`src/ppcc_pkg.sv`:
```
package ppcc_pkg;

    typedef logic [7:0] t_byte;

    // Conversion selected by the mode register.
    typedef enum logic [2:0] {
        MODE_UYVY_BGR,
        MODE_YUY2_BGR,
        MODE_Y800_BGR,
        MODE_RGB_BGR,
        MODE_RGB_UYVY,
        MODE_BGR_UYVY,
        MODE_Y800_UYVY,
        MODE_YUV444_UYVY
    } t_mode;

    typedef struct packed {
        t_byte in_byte0;
        t_byte in_byte1;
        t_byte in_byte2;
        t_byte in_byte3;
        t_byte in_byte4;
        t_byte in_byte5;
    } t_in_item;

    typedef struct packed {
        t_byte      out_byte0;
        t_byte      out_byte1;
        t_byte      out_byte2;
        t_byte      out_byte3;
        t_byte      out_byte4;
        t_byte      out_byte5;
        logic [2:0] out_count;
    } t_out_item;

    localparam logic [2:0] COUNT_BGR  = 3'd6;
    localparam logic [2:0] COUNT_UYVY = 3'd4;
    localparam t_byte      CHROMA_MID = 8'h80;

    // Matrix operands of one pixel. For a YCbCr source a, b, c are
    // Y-16, Cb-128 and Cr-128; for an RGB source they are R, G and B.
    typedef struct packed {
        logic              rgb_src;
        logic signed [8:0] a;
        logic signed [8:0] b;
        logic signed [8:0] c;
    } t_operands;

    typedef t_operands [1:0] t_lane_ops;

    // Three 8-bit channels of one pixel: B, G, R or Y, U, V.
    typedef t_byte [2:0] t_chans;

    // Sideband that travels beside the arithmetic pipeline.
    typedef struct packed {
        logic     valid;
        t_mode    mode;
        t_in_item raw;
    } t_ctl;

    typedef logic signed [14:0] t_coef;
    typedef logic signed [23:0] t_prod;
    typedef logic signed [25:0] t_sum;
    typedef logic signed [13:0] t_quot;
    typedef logic signed [14:0] t_level;

    localparam int FRAC_BITS = 12;

    // BT.601 studio-range coefficients, 12 fractional bits.
    localparam t_coef CY  = 15'sd4768;
    localparam t_coef CRV = 15'sd6537;
    localparam t_coef CGV = 15'sd3330;
    localparam t_coef CGU = 15'sd1602;
    localparam t_coef CBU = 15'sd8266;
    localparam t_coef KYR = 15'sd1053;
    localparam t_coef KYG = 15'sd2064;
    localparam t_coef KYB = 15'sd401;
    localparam t_coef KUR = 15'sd606;
    localparam t_coef KUG = 15'sd1192;
    localparam t_coef KUB = 15'sd1798;
    localparam t_coef KVR = 15'sd1798;
    localparam t_coef KVG = 15'sd1507;
    localparam t_coef KVB = 15'sd291;
    localparam t_coef CZERO = 15'sd0;

    // Indexed by [rgb_src][output channel][operand].
    localparam t_coef COEF [2][3][3] = '{
        '{ '{CY,  CBU,   CZERO},
           '{CY,  -CGU,  -CGV},
           '{CY,  CZERO, CRV} },
        '{ '{KYR,  KYG,  KYB},
           '{-KUR, -KUG, KUB},
           '{KVR,  -KVG, -KVB} }
    };

    // Offset added after truncation, indexed by [rgb_src][output channel].
    localparam t_level OFFSET [2][3] = '{
        '{15'sd0,  15'sd0,   15'sd0},
        '{15'sd16, 15'sd128, 15'sd128}
    };

    function automatic t_operands ycc_ops(input t_byte y, input t_byte cb, input t_byte cr);
        t_operands ops;
        ops.rgb_src = 1'b0;
        ops.a = $signed({1'b0, y}) - 9'sd16;
        ops.b = $signed({1'b0, cb}) - 9'sd128;
        ops.c = $signed({1'b0, cr}) - 9'sd128;
        return ops;
    endfunction

    function automatic t_operands rgb_ops(input t_byte r, input t_byte g, input t_byte b);
        t_operands ops;
        ops.rgb_src = 1'b1;
        ops.a = $signed({1'b0, r});
        ops.b = $signed({1'b0, g});
        ops.c = $signed({1'b0, b});
        return ops;
    endfunction

endpackage

```
`src/ppcc_operand_sel.sv`:
```
module ppcc_operand_sel (
    input  logic               i_clk,
    input  ppcc_pkg::t_in_item i_pixels,
    input  ppcc_pkg::t_mode    i_mode,
    output ppcc_pkg::t_lane_ops o_ops
);
    import ppcc_pkg::*;

    t_lane_ops n_ops;
    t_lane_ops r_ops;

    // Picks each pixel's matrix operands out of the source byte order.
    always_comb begin
        n_ops = '0;
        case (i_mode)
            MODE_UYVY_BGR: begin
                n_ops[0] = ycc_ops(i_pixels.in_byte1, i_pixels.in_byte0, i_pixels.in_byte2);
                n_ops[1] = ycc_ops(i_pixels.in_byte3, i_pixels.in_byte0, i_pixels.in_byte2);
            end
            MODE_YUY2_BGR: begin
                n_ops[0] = ycc_ops(i_pixels.in_byte0, i_pixels.in_byte1, i_pixels.in_byte3);
                n_ops[1] = ycc_ops(i_pixels.in_byte2, i_pixels.in_byte1, i_pixels.in_byte3);
            end
            MODE_Y800_BGR: begin
                n_ops[0] = ycc_ops(i_pixels.in_byte0, CHROMA_MID, CHROMA_MID);
                n_ops[1] = ycc_ops(i_pixels.in_byte1, CHROMA_MID, CHROMA_MID);
            end
            MODE_RGB_UYVY: begin
                n_ops[0] = rgb_ops(i_pixels.in_byte0, i_pixels.in_byte1, i_pixels.in_byte2);
                n_ops[1] = rgb_ops(i_pixels.in_byte3, i_pixels.in_byte4, i_pixels.in_byte5);
            end
            MODE_BGR_UYVY: begin
                n_ops[0] = rgb_ops(i_pixels.in_byte2, i_pixels.in_byte1, i_pixels.in_byte0);
                n_ops[1] = rgb_ops(i_pixels.in_byte5, i_pixels.in_byte4, i_pixels.in_byte3);
            end
            default: begin
                n_ops = '0;
            end
        endcase
    end

    always_ff @(posedge i_clk) begin
        r_ops <= n_ops;
    end

    assign o_ops = r_ops;

endmodule

```
`src/ppcc_matrix.sv`:
```
module ppcc_matrix (
    input  logic                i_clk,
    input  ppcc_pkg::t_operands i_ops,
    output ppcc_pkg::t_chans    o_chan
);
    import ppcc_pkg::*;

    logic signed [8:0] opnd [3];
    t_prod             r_prod [3][3];
    logic              r_rgb_p;
    t_sum              r_sum [3];
    logic              r_rgb_s;
    t_chans            r_chan;
    t_sum              adj [3];
    t_quot             quot [3];
    t_level            level [3];
    t_chans            n_chan;

    assign opnd[0] = i_ops.a;
    assign opnd[1] = i_ops.b;
    assign opnd[2] = i_ops.c;

    // Products: one constant-coefficient multiply per matrix entry.
    always_ff @(posedge i_clk) begin
        r_rgb_p <= i_ops.rgb_src;
        for (int r = 0; r < 3; r++) begin
            for (int k = 0; k < 3; k++) begin
                r_prod[r][k] <= t_prod'(COEF[i_ops.rgb_src][r][k]) * t_prod'(opnd[k]);
            end
        end
    end

    // Row sums.
    always_ff @(posedge i_clk) begin
        r_rgb_s <= r_rgb_p;
        for (int r = 0; r < 3; r++) begin
            r_sum[r] <= t_sum'(r_prod[r][0]) + t_sum'(r_prod[r][1]) + t_sum'(r_prod[r][2]);
        end
    end

    // Truncation toward zero, offset and saturation to 0..255.
    always_comb begin
        for (int r = 0; r < 3; r++) begin
            adj[r]   = r_sum[r] + (r_sum[r][25] ? t_sum'((1 << FRAC_BITS) - 1) : t_sum'(0));
            quot[r]  = t_quot'(adj[r] >>> FRAC_BITS);
            level[r] = t_level'(quot[r]) + OFFSET[r_rgb_s][r];
            if (level[r] < 15'sd0) begin
                n_chan[r] = 8'd0;
            end else if (level[r] > 15'sd255) begin
                n_chan[r] = 8'd255;
            end else begin
                n_chan[r] = level[r][7:0];
            end
        end
    end

    always_ff @(posedge i_clk) begin
        r_chan <= n_chan;
    end

    assign o_chan = r_chan;

endmodule

```
`src/ppcc_format.sv`:
```
module ppcc_format (
    input  logic                i_clk,
    input  logic                i_rst_n,
    input  ppcc_pkg::t_ctl      i_ctl,
    input  ppcc_pkg::t_chans    i_lane0,
    input  ppcc_pkg::t_chans    i_lane1,
    output logic                o_strobe,
    output ppcc_pkg::t_out_item o_result
);
    import ppcc_pkg::*;

    logic [8:0] sum_u;
    logic [8:0] sum_v;
    logic [8:0] sum_cb;
    logic [8:0] sum_cr;
    t_out_item  n_result;
    t_out_item  r_result;
    logic       r_strobe;

    assign sum_u  = {1'b0, i_lane0[1]} + {1'b0, i_lane1[1]};
    assign sum_v  = {1'b0, i_lane0[2]} + {1'b0, i_lane1[2]};
    assign sum_cb = {1'b0, i_ctl.raw.in_byte1} + {1'b0, i_ctl.raw.in_byte4};
    assign sum_cr = {1'b0, i_ctl.raw.in_byte2} + {1'b0, i_ctl.raw.in_byte5};

    // Lays the channels out in destination byte order.
    always_comb begin
        n_result = '0;
        n_result.out_count = COUNT_UYVY;
        case (i_ctl.mode)
            MODE_UYVY_BGR, MODE_YUY2_BGR, MODE_Y800_BGR: begin
                n_result.out_byte0 = i_lane0[0];
                n_result.out_byte1 = i_lane0[1];
                n_result.out_byte2 = i_lane0[2];
                n_result.out_byte3 = i_lane1[0];
                n_result.out_byte4 = i_lane1[1];
                n_result.out_byte5 = i_lane1[2];
                n_result.out_count = COUNT_BGR;
            end
            MODE_RGB_BGR: begin
                n_result.out_byte0 = i_ctl.raw.in_byte2;
                n_result.out_byte1 = i_ctl.raw.in_byte1;
                n_result.out_byte2 = i_ctl.raw.in_byte0;
                n_result.out_byte3 = i_ctl.raw.in_byte5;
                n_result.out_byte4 = i_ctl.raw.in_byte4;
                n_result.out_byte5 = i_ctl.raw.in_byte3;
                n_result.out_count = COUNT_BGR;
            end
            MODE_RGB_UYVY, MODE_BGR_UYVY: begin
                n_result.out_byte0 = sum_u[8:1];
                n_result.out_byte1 = i_lane0[0];
                n_result.out_byte2 = sum_v[8:1];
                n_result.out_byte3 = i_lane1[0];
            end
            MODE_Y800_UYVY: begin
                n_result.out_byte0 = CHROMA_MID;
                n_result.out_byte1 = i_ctl.raw.in_byte0;
                n_result.out_byte2 = CHROMA_MID;
                n_result.out_byte3 = i_ctl.raw.in_byte1;
            end
            default: begin
                n_result.out_byte0 = sum_cb[8:1];
                n_result.out_byte1 = i_ctl.raw.in_byte0;
                n_result.out_byte2 = sum_cr[8:1];
                n_result.out_byte3 = i_ctl.raw.in_byte3;
            end
        endcase
    end

    always_ff @(posedge i_clk) begin
        if (!i_rst_n) begin
            r_strobe <= 1'b0;
        end else begin
            r_strobe <= i_ctl.valid;
        end
    end

    always_ff @(posedge i_clk) begin
        r_result <= n_result;
    end

    assign o_strobe = r_strobe;
    assign o_result = r_result;

endmodule

```
`src/packed_pixel_color_converter.sv`:
```
// Packed pixel color converter. Each transfer on the input side carries one
// two-pixel group in a packed source format; the mode register picks one of
// eight conversions to packed BGR or packed UYVY. Those that change color
// space use the BT.601 studio-range matrices with 12 fractional bits,
// truncation toward zero and saturation to 0..255. The block takes a new group
// in every clock cycle: busy is always low, so start alone launches a transfer.
// The result leaves on o_result for exactly one cycle with o_strobe high. The
// receiver cannot hold results off, and none is needed, because the pipeline
// never stalls. The pipeline stages are operand selection, the coefficient
// multiplies, the row sums, truncation with saturation, and byte ordering
// with the chroma average.
// Write the mode only while no group is in flight; the write channel is
// always ready and the new mode applies to groups started after it.
module packed_pixel_color_converter (
    input  logic                i_clk,
    input  logic                i_rst_n,
    input  logic                start,
    output logic                busy,
    input  ppcc_pkg::t_in_item  i_pixels,
    output logic                o_strobe,
    output ppcc_pkg::t_out_item o_result,
    input  logic                i_cfg_valid,
    output logic                o_cfg_ready,
    input  logic [2:0]          i_cfg_data
);
    import ppcc_pkg::*;

    localparam int CTL_DEPTH = 4;

    t_mode     r_mode;
    t_ctl      n_ctl;
    t_ctl      r_ctl [CTL_DEPTH];
    t_lane_ops lane_ops;
    t_chans    lane_chan [2];

    // The pipeline never stalls, so the block is never busy and a
    // configuration transfer is always taken.
    assign busy        = 1'b0;
    assign o_cfg_ready = 1'b1;

    always_ff @(posedge i_clk) begin
        if (!i_rst_n) begin
            r_mode <= MODE_UYVY_BGR;
        end else if (i_cfg_valid && o_cfg_ready) begin
            r_mode <= t_mode'(i_cfg_data);
        end
    end

    // The mode and raw bytes ride along with each group, so the output
    // stage sees the mode the group was started under.
    always_comb begin
        n_ctl.valid = start && !busy;
        n_ctl.mode  = r_mode;
        n_ctl.raw   = i_pixels;
    end

    // The whole sideband pipe is cleared on reset, so no stale valid bit
    // can produce a result strobe.
    always_ff @(posedge i_clk) begin
        if (!i_rst_n) begin
            for (int s = 0; s < CTL_DEPTH; s++) begin
                r_ctl[s] <= '0;
            end
        end else begin
            r_ctl[0] <= n_ctl;
            for (int s = 1; s < CTL_DEPTH; s++) begin
                r_ctl[s] <= r_ctl[s-1];
            end
        end
    end

    ppcc_operand_sel u_operand_sel (
        .i_clk    (i_clk),
        .i_pixels (i_pixels),
        .i_mode   (r_mode),
        .o_ops    (lane_ops)
    );

    // One matrix lane per pixel of the group.
    for (genvar g = 0; g < 2; g++) begin : g_lane
        ppcc_matrix u_matrix (
            .i_clk  (i_clk),
            .i_ops  (lane_ops[g]),
            .o_chan (lane_chan[g])
        );
    end

    ppcc_format u_format (
        .i_clk    (i_clk),
        .i_rst_n  (i_rst_n),
        .i_ctl    (r_ctl[CTL_DEPTH-1]),
        .i_lane0  (lane_chan[0]),
        .i_lane1  (lane_chan[1]),
        .o_strobe (o_strobe),
        .o_result (o_result)
    );

endmodule
```
`config.mk`:
```
export PLATFORM = sky130hd
export DESIGN_NAME = packed_pixel_color_converter
export DESIGN_NICKNAME = d
export VERILOG_FILES = /design/src/ppcc_pkg.sv /design/src/ppcc_operand_sel.sv /design/src/ppcc_matrix.sv /design/src/ppcc_format.sv /design/src/packed_pixel_color_converter.sv
export SDC_FILE = /design/constraint.sdc
export NUM_CORES = 2
export LEC_CHECK = 0
export ABC_AREA = 0
export ABC_CLOCK_PERIOD_IN_PS = 18000
export CORE_MARGIN = 1
export CORE_UTILIZATION = 24
export CTS_CLUSTER_DIAMETER = 200
export DETAILED_ROUTE_END_ITERATION = 7
export DONT_BUFFER_PORTS = 1
export PLACE_DENSITY = 0.38
export SLEW_MARGIN = 5
export SYNTH_ARGS = -nofsm -noshare
export SYNTH_HDL_FRONTEND = slang
export SYNTH_SLANG_ARGS = --single-unit
```
`constraint.sdc`:
```
create_clock -name i_clk -period 18 [get_ports i_clk]
set_input_delay 3.6 -clock i_clk [delete_from_list [all_inputs] [get_ports i_clk]]
set_output_delay 3.6 -clock i_clk [all_outputs]
set_load 0.01 [all_outputs]
```
==> out/qor.yml <==
finish:
  fillers: 36354
  seq_area_sq_mm: 0.01863
  multi_input_area_sq_mm: 0.05866
  syn_to_final_growth_pct: 11.93
  fin_nets: 10683
  drive_gt1_share_pct: 4.304
  fin_util_pct: 27.00
floorplanning:
  core_area_sq_mm: 0.3427
  die_w_um: 588.9
  start_util_pct: 24.12
  std_cell_rows: 215
  dieArea_sq_mm: 0.3468
  ios: 109
  die_y_um: 588.9
global_routing:
  antenna_found_initial: 24
  grt_use_total_pct: 14.86
  grt_pass1_wl_um: 384700
  grt_max_degree: 213
  first_global_vias: 59070
  grt.overflow.total: 0
cts:
  tritoncts: "yes"
  cts-root-buf: "clkbuf_16"
  cts.sinks: 930
  cts_setup_buffers: 0
  cts_hold_buf: 0
  cts_resized: 0
  htreeDepth: 3
  cts_buffer_depth: 3
  insertion_delay_ps: 780
  cts_buffers: 110
  clk_pin_slew_worst_paths_ps: 60
detailed_routing:
  routedWlPerCell_um: 19.80
  topRoutingLayerUsed: "met5"
  met3_length_um: 6965
  drt_wl_total_um: 254800
  drt-pass1-iter-count: 8
  routed-wl-met2_um: 122000
  vias: 54591
  antenna_left: 0
  viasPerCell: 4.241
  drc_errors: 0
  wl_met1_um: 120900
  drt_iter0_drc: 2701
sta:
  max_freq_mhz: 140.3
  period_needed_ps: 7129
  rsz0062_at_grt: "false"
  slew_headroom_pct: 13.53
  slew_viol_final: 0
  finalHoldViolations: 0
  skew_ps: 80.42
  tightest_slew_ps: 1297
  min_period_over_period_pct: 39.60
  setup_violations: 0
  tns_ps: 0
  hold_ws_ps: 327.7
worst_setup_path:
  critPathArrivalTime_ps: 7760
  setup.worst_path.start_class: "register"
  path_class: "reg2reg"
  crit_fanout: 50
  end_kind: "register"
  crit_required_ps: 18630
yosys:
  yosys.area.top_type: "fa_1"
  synth_area_sq_mm: 0.08266
  synth_commonest_cells: "1,419 x ha_1, 1,371 x inv_1, 1,011 x fa_1"
  ys_ff_latch: 930
  synth.top_cells.by_area: "fa_1 24%, dfxtp_1 23%, ha_1 21%, inv_1 6.2%, xnor2_1 4.2%"
  ys.flop_type: "dfxtp_1"
  synth_most_common_cell: "ha_1"
  synth-warning-count: 0
  yosysSeqAreaShare_pct: 22.52
  ys_types: 99
  netlist_instances: 8107
  syn_area_per_cell_sq_um: 10.20
  synth-edff-count: 0
  synth-async-reset-ratio_pct: 0
  synth_top_cell_area_share_pct: 24.49
placed_design:
  portBuffers: 0
  gp_congestion: 0.8382
  hpwl_um: 220400
outcome:
  outcome: "complete, no violations"
job:
  cap_violations: 0
min_path:
  hold_path_class: "reg2reg"
layout make-up:
type / instances / share of cell area [%]
clock buffers: 144 / 3.330
repair buffers: 43 / 0.3489
clock inverters: 65 / 0.9994
inverters: 1372 / 5.566
flip-flops and latches: 930 / 20.14
well taps: 4557 / 6.163
multi-input cells: 5741 / 63.40
diodes: 20 / 0.05410
worst max-delay path, cell delays in order, from the launching register on:
cell	delay, ps
dfxtp_4	720
buf_4	560
nand2_1	230
inv_1	490
fa_1	540
fa_1	470
ha_1	290
inv_1	50
fa_1	470
inv_1	40
ha_1	270
ha_1	220
fa_1	460
a21o_1	170
a21oi_1	220
o21bai_1	90
a21o_1	210
a21oi_1	200
o21ai_0	150
o41ai_1	550
o21ai_0	210
a21oi_1	220
xnor2_1	130
kinds of logic after synthesis:
kind of cell / Yosys count / share of synthesized area, %
other cells: 2 / 0.009086
xor+xnor: 511 / 5.415
mux: 67 / 0.8325
simple gates: 1415 / 8.578
compound gates: 1238 / 9.739
buf+inv: 1511 / 6.898
fa+ha+maj: 2433 / 46.00
flops: 930 / 22.52
path summary, 6_finish.rpt:
check                        startpoint                                to  slack [ps]  cells past startpoint
max             u_operand_sel.o_ops[27]  g_lane[1].u_matrix.r_prod[1][46]       10870                     22
min reg2reg  g_lane[0].u_matrix.r_rgb_p        g_lane[0].u_matrix.r_rgb_s         330                      0
max reg2reg     u_operand_sel.o_ops[27]  g_lane[1].u_matrix.r_prod[1][46]       10870                     22
min          g_lane[0].u_matrix.r_rgb_p        g_lane[0].u_matrix.r_rgb_s         330                      0
per-layer routing:
metal  track usage (%)  vias up
li1                  -    26763
met1             20.30    26926
met2             25.44      685
met3             1.363      215
met4             3.031        2
met5                 0        -
stage by stage:
stage / setup slack, ps / std cells / instance area (sq um)
after global routing: 10350 / 12860 / 92490
after global placement: 10830 / 12643 / 88460
after detailed placement: 10920 / 12643 / 88460
after floorplan: 11700 / 8182 / 82940
final: 10870 / 12872 / 92520
after CTS: 10840 / 12852 / 92470
flip-flops by register name, indices dropped and copies added, names as in the netlist:
signal,flops
g_lane.u_matrix.r_prod,412
r_ctl,208
g_lane.u_matrix.r_sum,154
u_operand_sel.o_ops,53
u_format.o_result,49
g_lane.u_matrix.o_chan,48
r_mode,3
g_lane.u_matrix.r_rgb_p,1
g_lane.u_matrix.r_rgb_s,1
u_format.o_strobe,1
layout by cell type (no fill, tap or decap), types with 28 or more instances in the layout:
| cell type | instances |
|---|---|
| a211oi_1 | 46 |
| a21o_1 | 137 |
| a21oi_1 | 422 |
| a31oi_1 | 50 |
| and2_1 | 252 |
| and3_1 | 55 |
| buf_4 | 43 |
| clkbuf_16 | 110 |
| conb_1 | 77 |
| dfxtp_1 | 922 |
| fa_1 | 1011 |
| ha_1 | 1419 |
| inv_1 | 1371 |
| mux2i_1 | 53 |
| nand2_1 | 338 |
| nand2b_1 | 80 |
| nand3_1 | 85 |
| nand4_1 | 28 |
| nor2_1 | 313 |
| nor2b_1 | 74 |
| nor3_1 | 87 |
| o21a_1 | 46 |
| o21ai_0 | 172 |
| o21bai_1 | 78 |
| or2_2 | 31 |
| xnor2_1 | 394 |
| xor2_1 | 117 |
Power is not shown: default switching activity piles up to over one toggle a cycle in this logic, so the estimate is an artifact.
